===== src/tld_pkg.sv =====
// tld_pkg: shared types, codes and constants for the tty line discipline
// no dependencies; used by every module under src
`default_nettype none

package tld_pkg;

  // default depth of the keyboard input fifo
  localparam int IN_DEPTH_DEF = 128;

  // depth of the record queue between front and back
  localparam int QDEPTH = 2;

  // special bytes
  localparam logic [7:0] BYTE_LF  = 8'h0A;
  localparam logic [7:0] BYTE_CR  = 8'h0D;
  localparam logic [7:0] BYTE_DEL = 8'h7F;

  // configuration register indexes
  localparam logic [1:0] REG_IN_CRLF  = 2'd0;
  localparam logic [1:0] REG_ECHO     = 2'd1;
  localparam logic [1:0] REG_OUT_CRLF = 2'd2;

  // input item kinds
  typedef enum logic [1:0] {
    FN_KEY   = 2'd0,
    FN_WRITE = 2'd1,
    FN_READ  = 2'd2,
    FN_NONE  = 2'd3
  } func_t;

  // result channels
  typedef enum logic [1:0] {
    CH_CONSOLE = 2'd0,
    CH_READER  = 2'd1,
    CH_ERASE   = 2'd2,
    CH_STATUS  = 2'd3
  } chan_t;

  // front state
  typedef enum logic {
    FE_IDLE = 1'b0,
    FE_EXEC = 1'b1
  } fe_state_t;

  // one result byte of a record
  typedef struct packed {
    chan_t      channel;
    logic [7:0] data;
  } beat_t;

  // all results of one input item, as handed from front to back
  typedef struct packed {
    beat_t [3:0] beats;
    logic [1:0]  nlast;
    logic        line_done;
    logic        dropped;
    logic        read_empty;
    logic [7:0]  in_count;
    logic [12:0] line_length;
  } rec_t;

  // handshake between front and record queue
  typedef struct packed {
    logic push;
    rec_t rec;
  } q_wr_t;

endpackage

`default_nettype wire


===== src/tld_front.sv =====
// tld_front: accepts items, holds the input fifo, counters and config registers,
// and turns each item into one result record. depends on tld_pkg
`default_nettype none

module tld_front #(
  parameter int IN_DEPTH = tld_pkg::IN_DEPTH_DEF
) (
  input  wire logic           clk,
  input  wire logic           rst,
  input  wire logic           s_tvalid,
  output logic                s_tready,
  input  wire logic [23:0]    s_tdata,   // data_byte[7:0], read_size[20:8], zero fill
  input  wire logic [1:0]     s_tuser,   // func[1:0]
  input  wire logic           cfg_we,
  input  wire logic [1:0]     cfg_index,
  input  wire logic [0:0]     cfg_data,
  input  wire logic           q_full,
  output tld_pkg::q_wr_t      q_wr
);

  localparam int PW = (IN_DEPTH > 1) ? $clog2(IN_DEPTH) : 1;
  localparam int FW = $clog2(IN_DEPTH + 1);

  // input byte store
  logic [7:0] mem [IN_DEPTH];
  logic [7:0] rd_data;

  logic [PW-1:0] rp, rp_next, wp, wp_next;
  logic [FW-1:0] fill, fill_next;
  logic [12:0]   del, del_next, len_shown;

  logic in_crlf, echo_enable, out_crlf;

  tld_pkg::fe_state_t state, state_next;
  tld_pkg::func_t     func_q;
  logic [7:0]         data_q;
  logic [12:0]        size_q;

  logic         accept, we, done, dropped, empty;
  logic [2:0]   n;
  tld_pkg::rec_t rec;

  assign accept = s_tvalid && s_tready;

  // state register
  always_ff @(posedge clk) begin
    if (rst) begin
      state <= tld_pkg::FE_IDLE;
    end else begin
      state <= state_next;
    end
  end

  // next state and ready
  always_comb begin
    state_next = state;
    s_tready   = 1'b0;
    case (state)
      tld_pkg::FE_IDLE: begin
        s_tready = !q_full;
        if (s_tvalid && !q_full) state_next = tld_pkg::FE_EXEC;
      end
      tld_pkg::FE_EXEC: begin
        state_next = tld_pkg::FE_IDLE;
      end
      default: state_next = tld_pkg::FE_IDLE;
    endcase
  end

  // item capture
  always_ff @(posedge clk) begin
    if (accept) begin
      func_q <= tld_pkg::func_t'(s_tuser);
      data_q <= s_tdata[7:0];
      size_q <= s_tdata[20:8];
    end
  end

  // config registers
  always_ff @(posedge clk) begin
    if (rst) begin
      in_crlf     <= 1'b1;
      echo_enable <= 1'b1;
      out_crlf    <= 1'b1;
    end else if (cfg_we) begin
      case (cfg_index)
        tld_pkg::REG_IN_CRLF:  in_crlf     <= cfg_data[0];
        tld_pkg::REG_ECHO:     echo_enable <= cfg_data[0];
        tld_pkg::REG_OUT_CRLF: out_crlf    <= cfg_data[0];
        default: ;
      endcase
    end
  end

  // store: write on keyboard exec, registered read at the head
  always_ff @(posedge clk) begin
    if (we) mem[wp] <= data_q;
    rd_data <= mem[rp];
  end

  // execute one item and build its record
  always_comb begin
    rec       = '0;
    n         = 3'd0;
    rp_next   = rp;
    wp_next   = wp;
    fill_next = fill;
    del_next  = del;
    done      = 1'b0;
    dropped   = 1'b0;
    empty     = 1'b0;
    we        = 1'b0;
    case (func_q)
      tld_pkg::FN_KEY: begin
        if (fill >= FW'(IN_DEPTH)) begin
          dropped = 1'b1;
        end else begin
          we        = (state == tld_pkg::FE_EXEC);
          wp_next   = (wp == PW'(IN_DEPTH - 1)) ? '0 : wp + PW'(1);
          fill_next = fill + FW'(1);
        end
        rec.beats[n[1:0]] = '{tld_pkg::CH_STATUS, 8'h00};
        n = n + 3'd1;
      end
      tld_pkg::FN_WRITE: begin
        if (data_q == tld_pkg::BYTE_LF && out_crlf) begin
          rec.beats[n[1:0]] = '{tld_pkg::CH_CONSOLE, tld_pkg::BYTE_CR};
          n = n + 3'd1;
        end
        rec.beats[n[1:0]] = '{tld_pkg::CH_CONSOLE, data_q};
        n = n + 3'd1;
      end
      tld_pkg::FN_READ: begin
        if (del >= size_q) begin
          // reader already full
          done = 1'b1;
          rec.beats[n[1:0]] = '{tld_pkg::CH_STATUS, 8'h00};
          n = n + 3'd1;
        end else if (fill == '0) begin
          empty = 1'b1;
          rec.beats[n[1:0]] = '{tld_pkg::CH_STATUS, 8'h00};
          n = n + 3'd1;
        end else begin
          rp_next   = (rp == PW'(IN_DEPTH - 1)) ? '0 : rp + PW'(1);
          fill_next = fill - FW'(1);
          if (rd_data == tld_pkg::BYTE_DEL && del == '0) begin
            // erase at line start
            rec.beats[n[1:0]] = '{tld_pkg::CH_STATUS, 8'h00};
            n = n + 3'd1;
          end else begin
            if (rd_data == tld_pkg::BYTE_LF) begin
              if (in_crlf && ({1'b0, del} + 14'd1 < {1'b0, size_q})) begin
                rec.beats[n[1:0]] = '{tld_pkg::CH_READER, tld_pkg::BYTE_CR};
                n = n + 3'd1;
                del_next = del_next + 13'd1;
              end
              rec.beats[n[1:0]] = '{tld_pkg::CH_READER, tld_pkg::BYTE_LF};
              n = n + 3'd1;
              del_next = del_next + 13'd1;
            end else if (rd_data == tld_pkg::BYTE_DEL) begin
              rec.beats[n[1:0]] = '{tld_pkg::CH_ERASE, 8'h00};
              n = n + 3'd1;
              del_next = del_next - 13'd1;
            end else begin
              rec.beats[n[1:0]] = '{tld_pkg::CH_READER, rd_data};
              n = n + 3'd1;
              del_next = del_next + 13'd1;
            end
            // echo through output conversion
            if (echo_enable) begin
              if (rd_data == tld_pkg::BYTE_LF && out_crlf) begin
                rec.beats[n[1:0]] = '{tld_pkg::CH_CONSOLE, tld_pkg::BYTE_CR};
                n = n + 3'd1;
              end
              rec.beats[n[1:0]] = '{tld_pkg::CH_CONSOLE, rd_data};
              n = n + 3'd1;
            end
            if (rd_data == tld_pkg::BYTE_LF || rd_data == tld_pkg::BYTE_CR ||
                del_next >= size_q) begin
              done = 1'b1;
            end
          end
        end
      end
      default: begin
        rec.beats[n[1:0]] = '{tld_pkg::CH_STATUS, 8'h00};
        n = n + 3'd1;
      end
    endcase
    len_shown       = del_next;
    rec.nlast       = 2'(n - 3'd1);
    rec.line_done   = done;
    rec.dropped     = dropped;
    rec.read_empty  = empty;
    rec.in_count    = 8'(fill_next);
    rec.line_length = len_shown;
  end

  // state update at exec
  always_ff @(posedge clk) begin
    if (rst) begin
      rp   <= '0;
      wp   <= '0;
      fill <= '0;
      del  <= '0;
    end else if (state == tld_pkg::FE_EXEC) begin
      rp   <= rp_next;
      wp   <= wp_next;
      fill <= fill_next;
      del  <= done ? 13'd0 : del_next;
    end
  end

  assign q_wr.push = (state == tld_pkg::FE_EXEC);
  assign q_wr.rec  = rec;

`ifndef SYNTHESIS
  a_fill_bound: assert property (@(posedge clk) disable iff (rst)
    fill <= FW'(IN_DEPTH))
    else $error("input fifo count above depth");
  a_accept_push: assert property (@(posedge clk) disable iff (rst)
    accept |=> q_wr.push)
    else $error("accepted item produced no record");
  a_push_room: assert property (@(posedge clk) disable iff (rst)
    q_wr.push |-> !q_full)
    else $error("record pushed into full queue");
`endif

endmodule

`default_nettype wire


===== src/tld_queue.sv =====
// tld_queue: short record queue between front and back
// depends on tld_pkg
`default_nettype none

module tld_queue (
  input  wire logic           clk,
  input  wire logic           rst,
  input  wire tld_pkg::q_wr_t q_wr,
  output logic                full,
  output logic                head_valid,
  output tld_pkg::rec_t       head,
  input  wire logic           pop
);

  localparam int QAW = (tld_pkg::QDEPTH > 1) ? $clog2(tld_pkg::QDEPTH) : 1;
  localparam int QCW = $clog2(tld_pkg::QDEPTH + 1);

  tld_pkg::rec_t  entries [tld_pkg::QDEPTH];
  logic [QAW-1:0] wptr, rptr;
  logic [QCW-1:0] count;
  logic           do_push, do_pop;

  assign full       = (count == QCW'(tld_pkg::QDEPTH));
  assign head_valid = (count != '0);
  assign head       = entries[rptr];
  assign do_push    = q_wr.push && !full;
  assign do_pop     = pop && head_valid;

  // storage
  always_ff @(posedge clk) begin
    if (do_push) entries[wptr] <= q_wr.rec;
  end

  // pointers and count
  always_ff @(posedge clk) begin
    if (rst) begin
      wptr  <= '0;
      rptr  <= '0;
      count <= '0;
    end else begin
      if (do_push) wptr <= (wptr == QAW'(tld_pkg::QDEPTH - 1)) ? '0 : wptr + QAW'(1);
      if (do_pop)  rptr <= (rptr == QAW'(tld_pkg::QDEPTH - 1)) ? '0 : rptr + QAW'(1);
      count <= count + QCW'(do_push) - QCW'(do_pop);
    end
  end

`ifndef SYNTHESIS
  a_count_bound: assert property (@(posedge clk) disable iff (rst)
    count <= QCW'(tld_pkg::QDEPTH))
    else $error("record queue count above depth");
  a_no_lost_push: assert property (@(posedge clk) disable iff (rst)
    q_wr.push |-> !full)
    else $error("record pushed while queue full");
  a_no_empty_pop: assert property (@(posedge clk) disable iff (rst)
    pop |-> head_valid)
    else $error("record popped from empty queue");
`endif

endmodule

`default_nettype wire


===== src/tld_back.sv =====
// tld_back: walks the head record of the queue and sends one result beat per cycle
// while m_tready is high; depends on tld_pkg
`default_nettype none

module tld_back (
  input  wire logic           clk,
  input  wire logic           rst,
  input  wire logic           head_valid,
  input  wire tld_pkg::rec_t  head,
  output logic                pop,
  output logic                m_tvalid,
  input  wire logic           m_tready,
  output logic [31:0]         m_tdata,   // out_byte[7:0], line_done[8], dropped[9],
                                         // read_empty[10], in_count[18:11],
                                         // line_length[31:19]
  output logic [1:0]          m_tuser,   // channel[1:0]
  output logic                m_tlast
);

  logic [1:0]     idx;
  tld_pkg::beat_t cur;
  logic           beat_done;

  assign cur       = head.beats[idx];
  assign m_tvalid  = head_valid;
  assign m_tlast   = (idx == head.nlast);
  assign m_tuser   = cur.channel;
  assign m_tdata   = {head.line_length, head.in_count, head.read_empty,
                      head.dropped, head.line_done, cur.data};
  assign beat_done = m_tvalid && m_tready;
  assign pop       = beat_done && m_tlast;

  // beat index within the head record
  always_ff @(posedge clk) begin
    if (rst) begin
      idx <= '0;
    end else if (beat_done) begin
      idx <= m_tlast ? 2'd0 : idx + 2'd1;
    end
  end

`ifndef SYNTHESIS
  a_idx_range: assert property (@(posedge clk) disable iff (rst)
    head_valid |-> idx <= head.nlast)
    else $error("beat index past end of record");
  a_idx_idle: assert property (@(posedge clk) disable iff (rst)
    !head_valid |-> idx == 2'd0)
    else $error("beat index left over without a record");
  a_pop_restart: assert property (@(posedge clk) disable iff (rst)
    pop |=> idx == 2'd0)
    else $error("beat index not cleared after record");
`endif

endmodule

`default_nettype wire


===== src/tty_line_discipline_top.sv =====
// tty line discipline: an accepted item is executed in the front's exec state and its
// record is pushed into the record queue, which raises m_tvalid; its results then
// follow one beat per cycle while m_tready is high, up to four.
// the front takes no new item while executing one or while the record queue is full;
// an item with n results gives n beats on the output.
// reset (synchronous, rst high) clears fifo pointers, counts, queue and sets all
// config bits to one; the input store contents stay undefined until written.
`default_nettype none

module tty_line_discipline_top #(
  parameter int IN_DEPTH = tld_pkg::IN_DEPTH_DEF
) (
  input  wire logic        clk,
  input  wire logic        rst,
  input  wire logic        s_tvalid,
  output logic             s_tready,
  input  wire logic [23:0] s_tdata,   // data_byte[7:0], read_size[20:8], zero fill
  input  wire logic [1:0]  s_tuser,   // func[1:0]
  output logic             m_tvalid,
  input  wire logic        m_tready,
  output logic [31:0]      m_tdata,   // out_byte[7:0], line_done[8], dropped[9],
                                      // read_empty[10], in_count[18:11],
                                      // line_length[31:19]
  output logic [1:0]       m_tuser,   // channel[1:0]
  output logic             m_tlast,
  input  wire logic        cfg_we,
  input  wire logic [1:0]  cfg_index,
  input  wire logic [0:0]  cfg_data
);

  tld_pkg::q_wr_t q_wr;
  tld_pkg::rec_t  head;
  logic           q_full, head_valid, pop;

  // front: accept, fifo, execute
  tld_front #(.IN_DEPTH(IN_DEPTH)) u_front (
    .clk       (clk),
    .rst       (rst),
    .s_tvalid  (s_tvalid),
    .s_tready  (s_tready),
    .s_tdata   (s_tdata),
    .s_tuser   (s_tuser),
    .cfg_we    (cfg_we),
    .cfg_index (cfg_index),
    .cfg_data  (cfg_data),
    .q_full    (q_full),
    .q_wr      (q_wr)
  );

  // record queue
  tld_queue u_queue (
    .clk        (clk),
    .rst        (rst),
    .q_wr       (q_wr),
    .full       (q_full),
    .head_valid (head_valid),
    .head       (head),
    .pop        (pop)
  );

  // back: result beats
  tld_back u_back (
    .clk        (clk),
    .rst        (rst),
    .head_valid (head_valid),
    .head       (head),
    .pop        (pop),
    .m_tvalid   (m_tvalid),
    .m_tready   (m_tready),
    .m_tdata    (m_tdata),
    .m_tuser    (m_tuser),
    .m_tlast    (m_tlast)
  );

endmodule

`default_nettype wire


===== config.mk =====
export PLATFORM = sky130hd
export DESIGN_NAME = tty_line_discipline_top
export DESIGN_NICKNAME = d
export VERILOG_FILES = /design/src/tld_pkg.sv /design/src/tld_front.sv /design/src/tld_queue.sv /design/src/tld_back.sv /design/src/tty_line_discipline_top.sv
export SDC_FILE = /design/constraint.sdc
export NUM_CORES = 2
export LEC_CHECK = 0
export BUFFER_PORTS_ARGS = -buffer_cell sky130_fd_sc_hd__buf_2
export CORE_MARGIN = 8
export CORE_UTILIZATION = 50
export CTS_CLUSTER_DIAMETER = 120
export DETAILED_ROUTE_END_ITERATION = 8
export GPL_ROUTABILITY_DRIVEN = 0
export PLACE_DENSITY_LB_ADDON = 0.3
export RECOVER_POWER = 50
export SETUP_SLACK_MARGIN = 0.2
export SYNTH_ARGS = -nofsm -noshare
export SYNTH_HDL_FRONTEND = slang
export SYNTH_SLANG_ARGS = --single-unit
export TNS_END_PERCENT = 1

===== constraint.sdc =====
create_clock -name clk -period 7.35 [get_ports clk]
set_input_delay 0.735 -clock clk [delete_from_list [all_inputs] [get_ports clk]]
set_output_delay 0.735 -clock clk [all_outputs]
set_load 0.01 [all_outputs]

# --- Word level (Yosys, flattened, before mapping) ---
# Memories as Yosys holds them, arrays and structs flattened. A register that Yosys moved wholly into a read port is not among the register bits.
# Index checks and enable logic that the tools add are counted.
op_classes:
  n_lt_le_gt_ge: 13
  shift: 0
  n_div: 0
  multipliers: 0
  mux: 117
  n_reduce_logical: 27
  bitwise: 10
  n_addsub: 18
  n_eq_ne: 12
op_table:
  columns: ["operator", "n"]
  rows:
  - ["40-bit two-way mux", 7]
  - ["30-bit two-way mux", 8]
  - ["13-bit two-way mux", 17]
  - ["10-bit two-way mux", 20]
  - ["40-bit bitwise mux", 2]
  - ["10-bit demux with 2-bit select", 4]
  - ["30-bit case mux with 2 select lines", 1]
  - ["28-bit NOT", 2]
  - ["2-bit two-way mux", 22]
  - ["28-bit AND", 1]
  - ["7-bit by 28-bit AND with 28-bit output", 1]
  - ["13-bit by 1-bit adder with 13-bit output, second input constant", 2]
  - ["13-bit >= comparator", 2]
  - ["8-bit by 4-bit == test with 1-bit output, second input constant", 3]
  - ["1-bit two-way mux", 24]
  - ["8-bit two-way mux", 3]
  - ["10-bit binary-select mux with 2-bit select", 1]
  - ["10-bit case mux with 2 select lines", 1]
  - ["8-bit case mux with 2 select lines", 1]
  - ["2-bit by 3-bit less-than comparator with 1-bit output, second input constant", 5]
  - ["13-bit by 1-bit adder with 14-bit output, second input constant", 1]
  - ["7-bit by 1-bit adder with 7-bit output, second input constant", 2]
  - ["7-bit == test, second input constant", 2]
  - ["1-bit logical AND", 14]
  - ["32 further kinds", 51]
totals:
  output_inout_bits: 37
  mem_count: 2
  input_bits: 34
  reg_bits: 68
  rom_bits: 0
  latch_bits: 0
  elab_cells: 214
  mem_bits_rw: 1156
mem_list:
  columns: ["memory", "depth", "width", "read_ports", "rd_clocked_by_memory_dff", "wr", "line_no", "source"]
  rows:
  - ["u_front.mem", 128, 8, 1, 1, 1, "tld_front.sv:25", "logic [7:0] mem [IN_DEPTH];"]
  - ["u_queue.entries", 2, 66, 1, 1, 1, "tld_queue.sv:18", "tld_pkg::rec_t entries [tld_pkg::QDEPTH];"]

# --- Longest topological paths before layout ---
logic_depth:
  word_depth: 33
  depth_mapped: 30
  ltp_nobuf: 29

# --- Cells and area by module ---
# From an unflattened synthesis, not the netlist that was laid out.
hier_totals:
  hier_cells: 2676
  area_unflattened_um2: 51114.0
by_module_without_submodules:
  columns: ["module", "cells_per_inst", "seq_area_each_um2", "instances", "area_each_um2"]
  rows:
  - ["tld_front", 2392, 32381.1, 1, 45518.7]
  - ["tld_queue", 232, 4063.9, 1, 5007.3]
  - ["tld_back", 52, 40.0, 1, 588.1]

# --- Least setup slack after synthesis ---
# No wires, ideal clock.
synth_timing:
  kind: "flip-flop to flip-flop"
  from: "reg u_front.del[1]"
  to: "reg u_front.del[12]"
  n_path_buf: 1
  setup_slack_ps: 1386
  period_less_slack_ps: 5964
  required_ps: 7228
  arrival_time_ps: 5842
  path_stages_with_launch: 29
  setup_ps: 122
  path_cell_list: "dfxtp_1 > ha_1 > nand2_1 > nor3_1 > nor3b_1 > xor2_1 > ha_1 > nand3_1 > nand4b_1 > or2_1 > buf_6 > nor3_4 > xnor2_1 > ha_1 > nor2b_1 > and4_1 > nor2_1 > nand4bb_4 > xnor2_1 > a21oi_1 > ha_1 > and4_1 > nand2_1 > o21bai_1 > a311o_1 > and2_1 > and3_1 > and3_1 > a221o_1"
synth_between:
  elab_chain_cells: 23
  elab_cells_between_ends: 33
  cone_classes: "add/sub (4); order compare (3); mux (22); reduce/logical (4)"
synth_rtl:
  columns: ["element", "line_no", "source"]
  rows:
  - ["start, declared", "tld_front.sv:30", "logic [12:0] del, del_next, len_shown;"]
  - ["start signal, assigned", "tld_front.sv:210", "del <= done ? 13'd0 : del_next;"]
  - ["13-bit by 1-bit adder with 14-bit output", "tld_front.sv:152", "if (in_crlf && ({1'b0, del} + 14'd1 < {1'b0, size_q})) begin"]
  - ["14-bit by 13-bit less-than comparator with 1-bit output", "tld_front.sv:152", null]
  - ["1-bit logical AND", "tld_front.sv:152", null]
  - ["13-bit two-way mux", "tld_front.sv:152", null]
  - ["13-bit two-way mux", "tld_front.sv:151", "if (rd_data == tld_pkg::BYTE_LF) begin"]
  - ["13-bit two-way mux", "tld_front.sv:146", "if (rd_data == tld_pkg::BYTE_DEL && del == '0) begin"]
  - ["13-bit two-way mux", "tld_front.sv:139", "end else if (fill == '0) begin"]
  - ["13-bit two-way mux", "tld_front.sv:134", "if (del >= size_q) begin"]
  - ["[... 7 more ...]", null, null]
  - ["13-bit >= comparator", "tld_front.sv:179", "del_next >= size_q) begin"]
  - ["1-bit logical OR", "tld_front.sv:178", "if (rd_data == tld_pkg::BYTE_LF || rd_data == tld_pkg::BYTE_CR ||"]
  - ["1-bit two-way mux", "tld_front.sv:178", null]
  - ["1-bit two-way mux", "tld_front.sv:146", null]
  - ["1-bit two-way mux", "tld_front.sv:139", null]
  - ["1-bit two-way mux", "tld_front.sv:134", null]
  - ["1-bit two-way mux", "tld_front.sv:113", "case (func_q)"]
  - ["13-bit two-way mux (*)", "tld_front.sv:210", null]
# Mark *: on every way between the ends. The rest lies on a longest branch, timed or not. The select of a mux whose other input is x is not followed.
# A chain may end at the register's enable or synchronous reset.

# --- Final worst setup path ---
layout_timing:
  from: "reg u_front.del[1]"
  to: "reg u_front.del[7]"
# Same word-level chain as after synthesis.

==> qor.csv <==
metric,value,unit
critical setup path kind,flop to flop,
most frequent cell after synthesis,edfxtp_1,
Root Buffer,clkbuf_16,
Port Buffers,67,
xor and xnor area share after synthesis,0.9570,%
final wirelength,113.5,mm
clock sinks,1223,
worst-skew pair later-pin latency,710,ps
global-route wire length before repair,170.3,mm
RSZ-0062 raised after global routing,no,
"delay-heaviest family, CP",simple AND/OR/NAND/NOR gates,
post-DP HPWL,69.75,mm
multiplexer area fraction after synthesis,16.96,%
worst r2r path cells,26,
maximum ir drop on the vdd rail,0.2055,mV
crit-path max FO,10,
cell taking the most area after synthesis,edfxtp_1,
clock buffer depth,3,
top post-synthesis cells by count,"edfxtp_1 (1,169), mux4_2 (353), nor2_1 (208)",
TritonCTS Buffers,118,
antenna violations before repair,0,
"Area growth, synth to finish",10.88,%
Synth area leaders,"edfxtp_1 (70%), mux4_2 (16%), dfxtp_1 (2.1%), nor2_1 (1.6%), ha_1 (1.4%)",
n_diodes,0,
Vias,25551,
DR WL/cell,27.66,um
Compound-Gate Fraction of Synth Area,2.453,%
Die Y,333.3,um
synthesized net count,2692,
Synth Register Bits,1223,
Site Rows,116,
Critical Path RT,7940,ps
"Distinct cells, synth",82,
Hold Fails Final Rpt,0,
Setup TNS,0,ps
Crit path depth,26,
actual slew at the worst max-slew pin,4695,ps
Worst Hold Depth,1,
Post-Syn Instances,2600,
Setup-failing EPs final,0,
slew margin rel.,-213.0,%
Setup Skew,42.54,ps
"Reg clk slew, reported paths",60,ps
DRC errors left,0,
iteration count of the initial detailed-routing pass,6,
YS warnings,0,
fmax,0.1471,GHz
Mapped Area,50330,sq um
Util after Layout,55.81,%
status,"complete, but fails checks",
sequential area share after synthesis,71.89,%
Initial Utilization,50.33,%
HP Class,input pin to flop,
H-Tree Depth,3,
Post-DRT Antenna Nets,0,
layout cells sized above 1,24.86,%
GRT Total Usage,20.20,%
vias in the first global route,26041,
Vias per Instance,6.229,
crit end category,flop,
register area,36200,sq um
synthesized area per cell,19.36,sq um
largest net degree at the start of global routing,121,
Synth Area in Simple Gates,4.855,%
TritonCTS clock tree,yes,
crit path buf inv count,1,
Final Cycle Share,92.50,%
Slew Limit Fails,1298,
main combinational cell family by area after synthesis,multiplexers,
Post-synth EDFFs,1169,
slowest CP cell,dfxtp_1,
asr flop ratio synth,0,%
Critical Path Start Type,flop,
Adder-Cell Fraction of Synth Area,1.442,%
Horiz. Die Dim,333.3,um
Core Area,100000,sq um
CP dominant cell by count,ha_1,
Die ar.,111100,sq um
area taken by multi-input logic gates,13450,sq um
Initial DRC Count,2737,
Max-cap violations,21,
min Tclk post-route,6799,ps
failing checks,"capacitance limit, slew limit",
fill count,7346,
"slowest stage delay, CP",540,ps
critical path arrival,7390,ps
total grt overflow,0,
power per cell area,254.3,nW/um^2
Synth Flop Type,edfxtp_1,
LEAKAGE,17.33,nW
Nets,2794,
IO Count,71,
share of the synthesized area in the top cell type,69.74,%
-- worst register-to-register path, stage by stage, from the launching register on --
cell and delay (ps):
dfxtp_1 540, ha_1 350, inv_1 120, nor2_1 310, nand3_1 210, xnor2_1 180, ha_1 270, and3_1 300
and3_1 230, a21boi_2 390, nor3_4 110, o21ai_0 190, ha_1 290, nor2b_1 160, and4_1 220, nor2_1 80
nand4bb_4 280, xnor2_1 170, a21oi_1 260, ha_1 280, and4_1 220, a211oi_1 240, a311o_1 290, and2_1 170
nand3_1 200, or3_1 420, a31oi_1 210
-- cells in the final DEF (no fill, tap or decap), types with 7 or more instances in the layout --
| master | n |
|---|---|
| edfxtp_1 | 1169 |
| mux4_2 | 353 |
| nor2_1 | 207 |
| clkbuf_16 | 118 |
| nand2_1 | 86 |
| buf_2 | 61 |
| ha_1 | 58 |
| clkbuf_1 | 52 |
| dfxtp_1 | 48 |
| a21oi_1 | 45 |
| mux2_2 | 42 |
| inv_1 | 40 |
| xnor2_1 | 36 |
| nand3_1 | 35 |
| and3_1 | 35 |
| clkinv_2 | 32 |
| o21ai_0 | 28 |
| nor2b_1 | 27 |
| clkinv_1 | 26 |
| buf_4 | 24 |
| nor3_1 | 22 |
| xor2_1 | 19 |
| nand4_1 | 16 |
| a31oi_1 | 13 |
| a211oi_1 | 13 |
| nor4_1 | 12 |
| and2_1 | 11 |
| mux2i_1 | 10 |
| a22oi_1 | 7 |
| o21a_1 | 7 |
| or3_1 | 7 |
-- cell type report --
type,instances,share of cell area (%)
inverter,42,0.2825
timing repair buffer,116,1.195
tap,1298,2.910
sequential,1223,64.87
multi-input combinational,1201,24.10
clock inverter,75,1.092
clock buffer,147,5.558
-- power by group --
part	total, W	internal (W)	switching [W]
sequential	0.00781	0.00777	0.0000402
clock	0.00578	0.00321	0.00256
combinational	0.000598	0.000192	0.000406
total	0.0142	0.0112	0.00301
-- flip-flops by register name, indices dropped and copies added, names as in the netlist, named ones only --
signal,flops
u_front.del,13
u_front.mem,1024
u_front.wp,7
u_front.rd_data,8
u_queue.wptr,1
u_queue.entries,122
u_front.func_q,2
u_queue.rptr,1
u_front.state,1
u_back.idx,2
u_front.in_crlf,1
u_front.out_crlf,1
u_front.data_q,8
u_front.fill,8
u_front.echo_enable,1
u_front.rp,7
u_queue.count,2
u_front.size_q,13
-- cells by family after synthesis --
family                   count (synthesis)
XOR/XNOR                                55
buffers and inverters                  176
AND/OR/NAND/NOR                        502
adder cells (fa/ha/maj)                 58
AO/OA/AOI/OAI                          180
flip-flops                            1223
multiplexers                           406
-- metal layers --
layer | up-vias | GRT usage, % | part of all wire [%] | routed length, um
li1 | 10846 | - | - | -
met1 | 13315 | 28.14 | 40 | 45950
met2 | 1156 | 32.97 | 49 | 55430
met3 | 234 | 3.276 | 7.6 | 8629
met4 | 0 | 6.317 | 3.1 | 3464
met5 | - | 0 | 0 | 0
-- path summary, 6_finish.rpt --
check | end | slack (ps) | startpoint
worst max-delay path | u_front.del[7] | 550 | u_front.del[1]
worst min-delay path | u_front.data_q[0] | 200 | s_tdata[0]
worst max register to register | u_front.del[7] | 550 | u_front.del[1]
worst min register to register | flop | 530 | u_queue.rptr
-- timing repair --
action | in CTS | in global routing
hold endpoints to repair | 0 | 0
gates resized for setup | 0 | 2
endpoints found under the setup margin | 0 | 15
buffers inserted | 0 | 1
hold buffers | 0 | 0
-- metrics by stage --
step / hold WS, ps / setup WS (ps) / power, W / area (sq um) / instances
2_1_floorplan: 481.3 / 1386 / 0.008304 / 50330 / 2600
3_3_place_gp: 501.5 / 529.3 / 0.008515 / 52170 / 3879
3_5_place_dp: 525.1 / 463.5 / 0.008546 / 52170 / 3879
4_1_cts: 152.7 / 456.3 / 0.01428 / 55880 / 4101
5_1_grt: 172.8 / 255.6 / 0.01460 / 55810 / 4102
6_report: 199.8 / 551.2 / 0.01419 / 55810 / 4102
No activity file was read; power rests on OpenSTA's default activity.
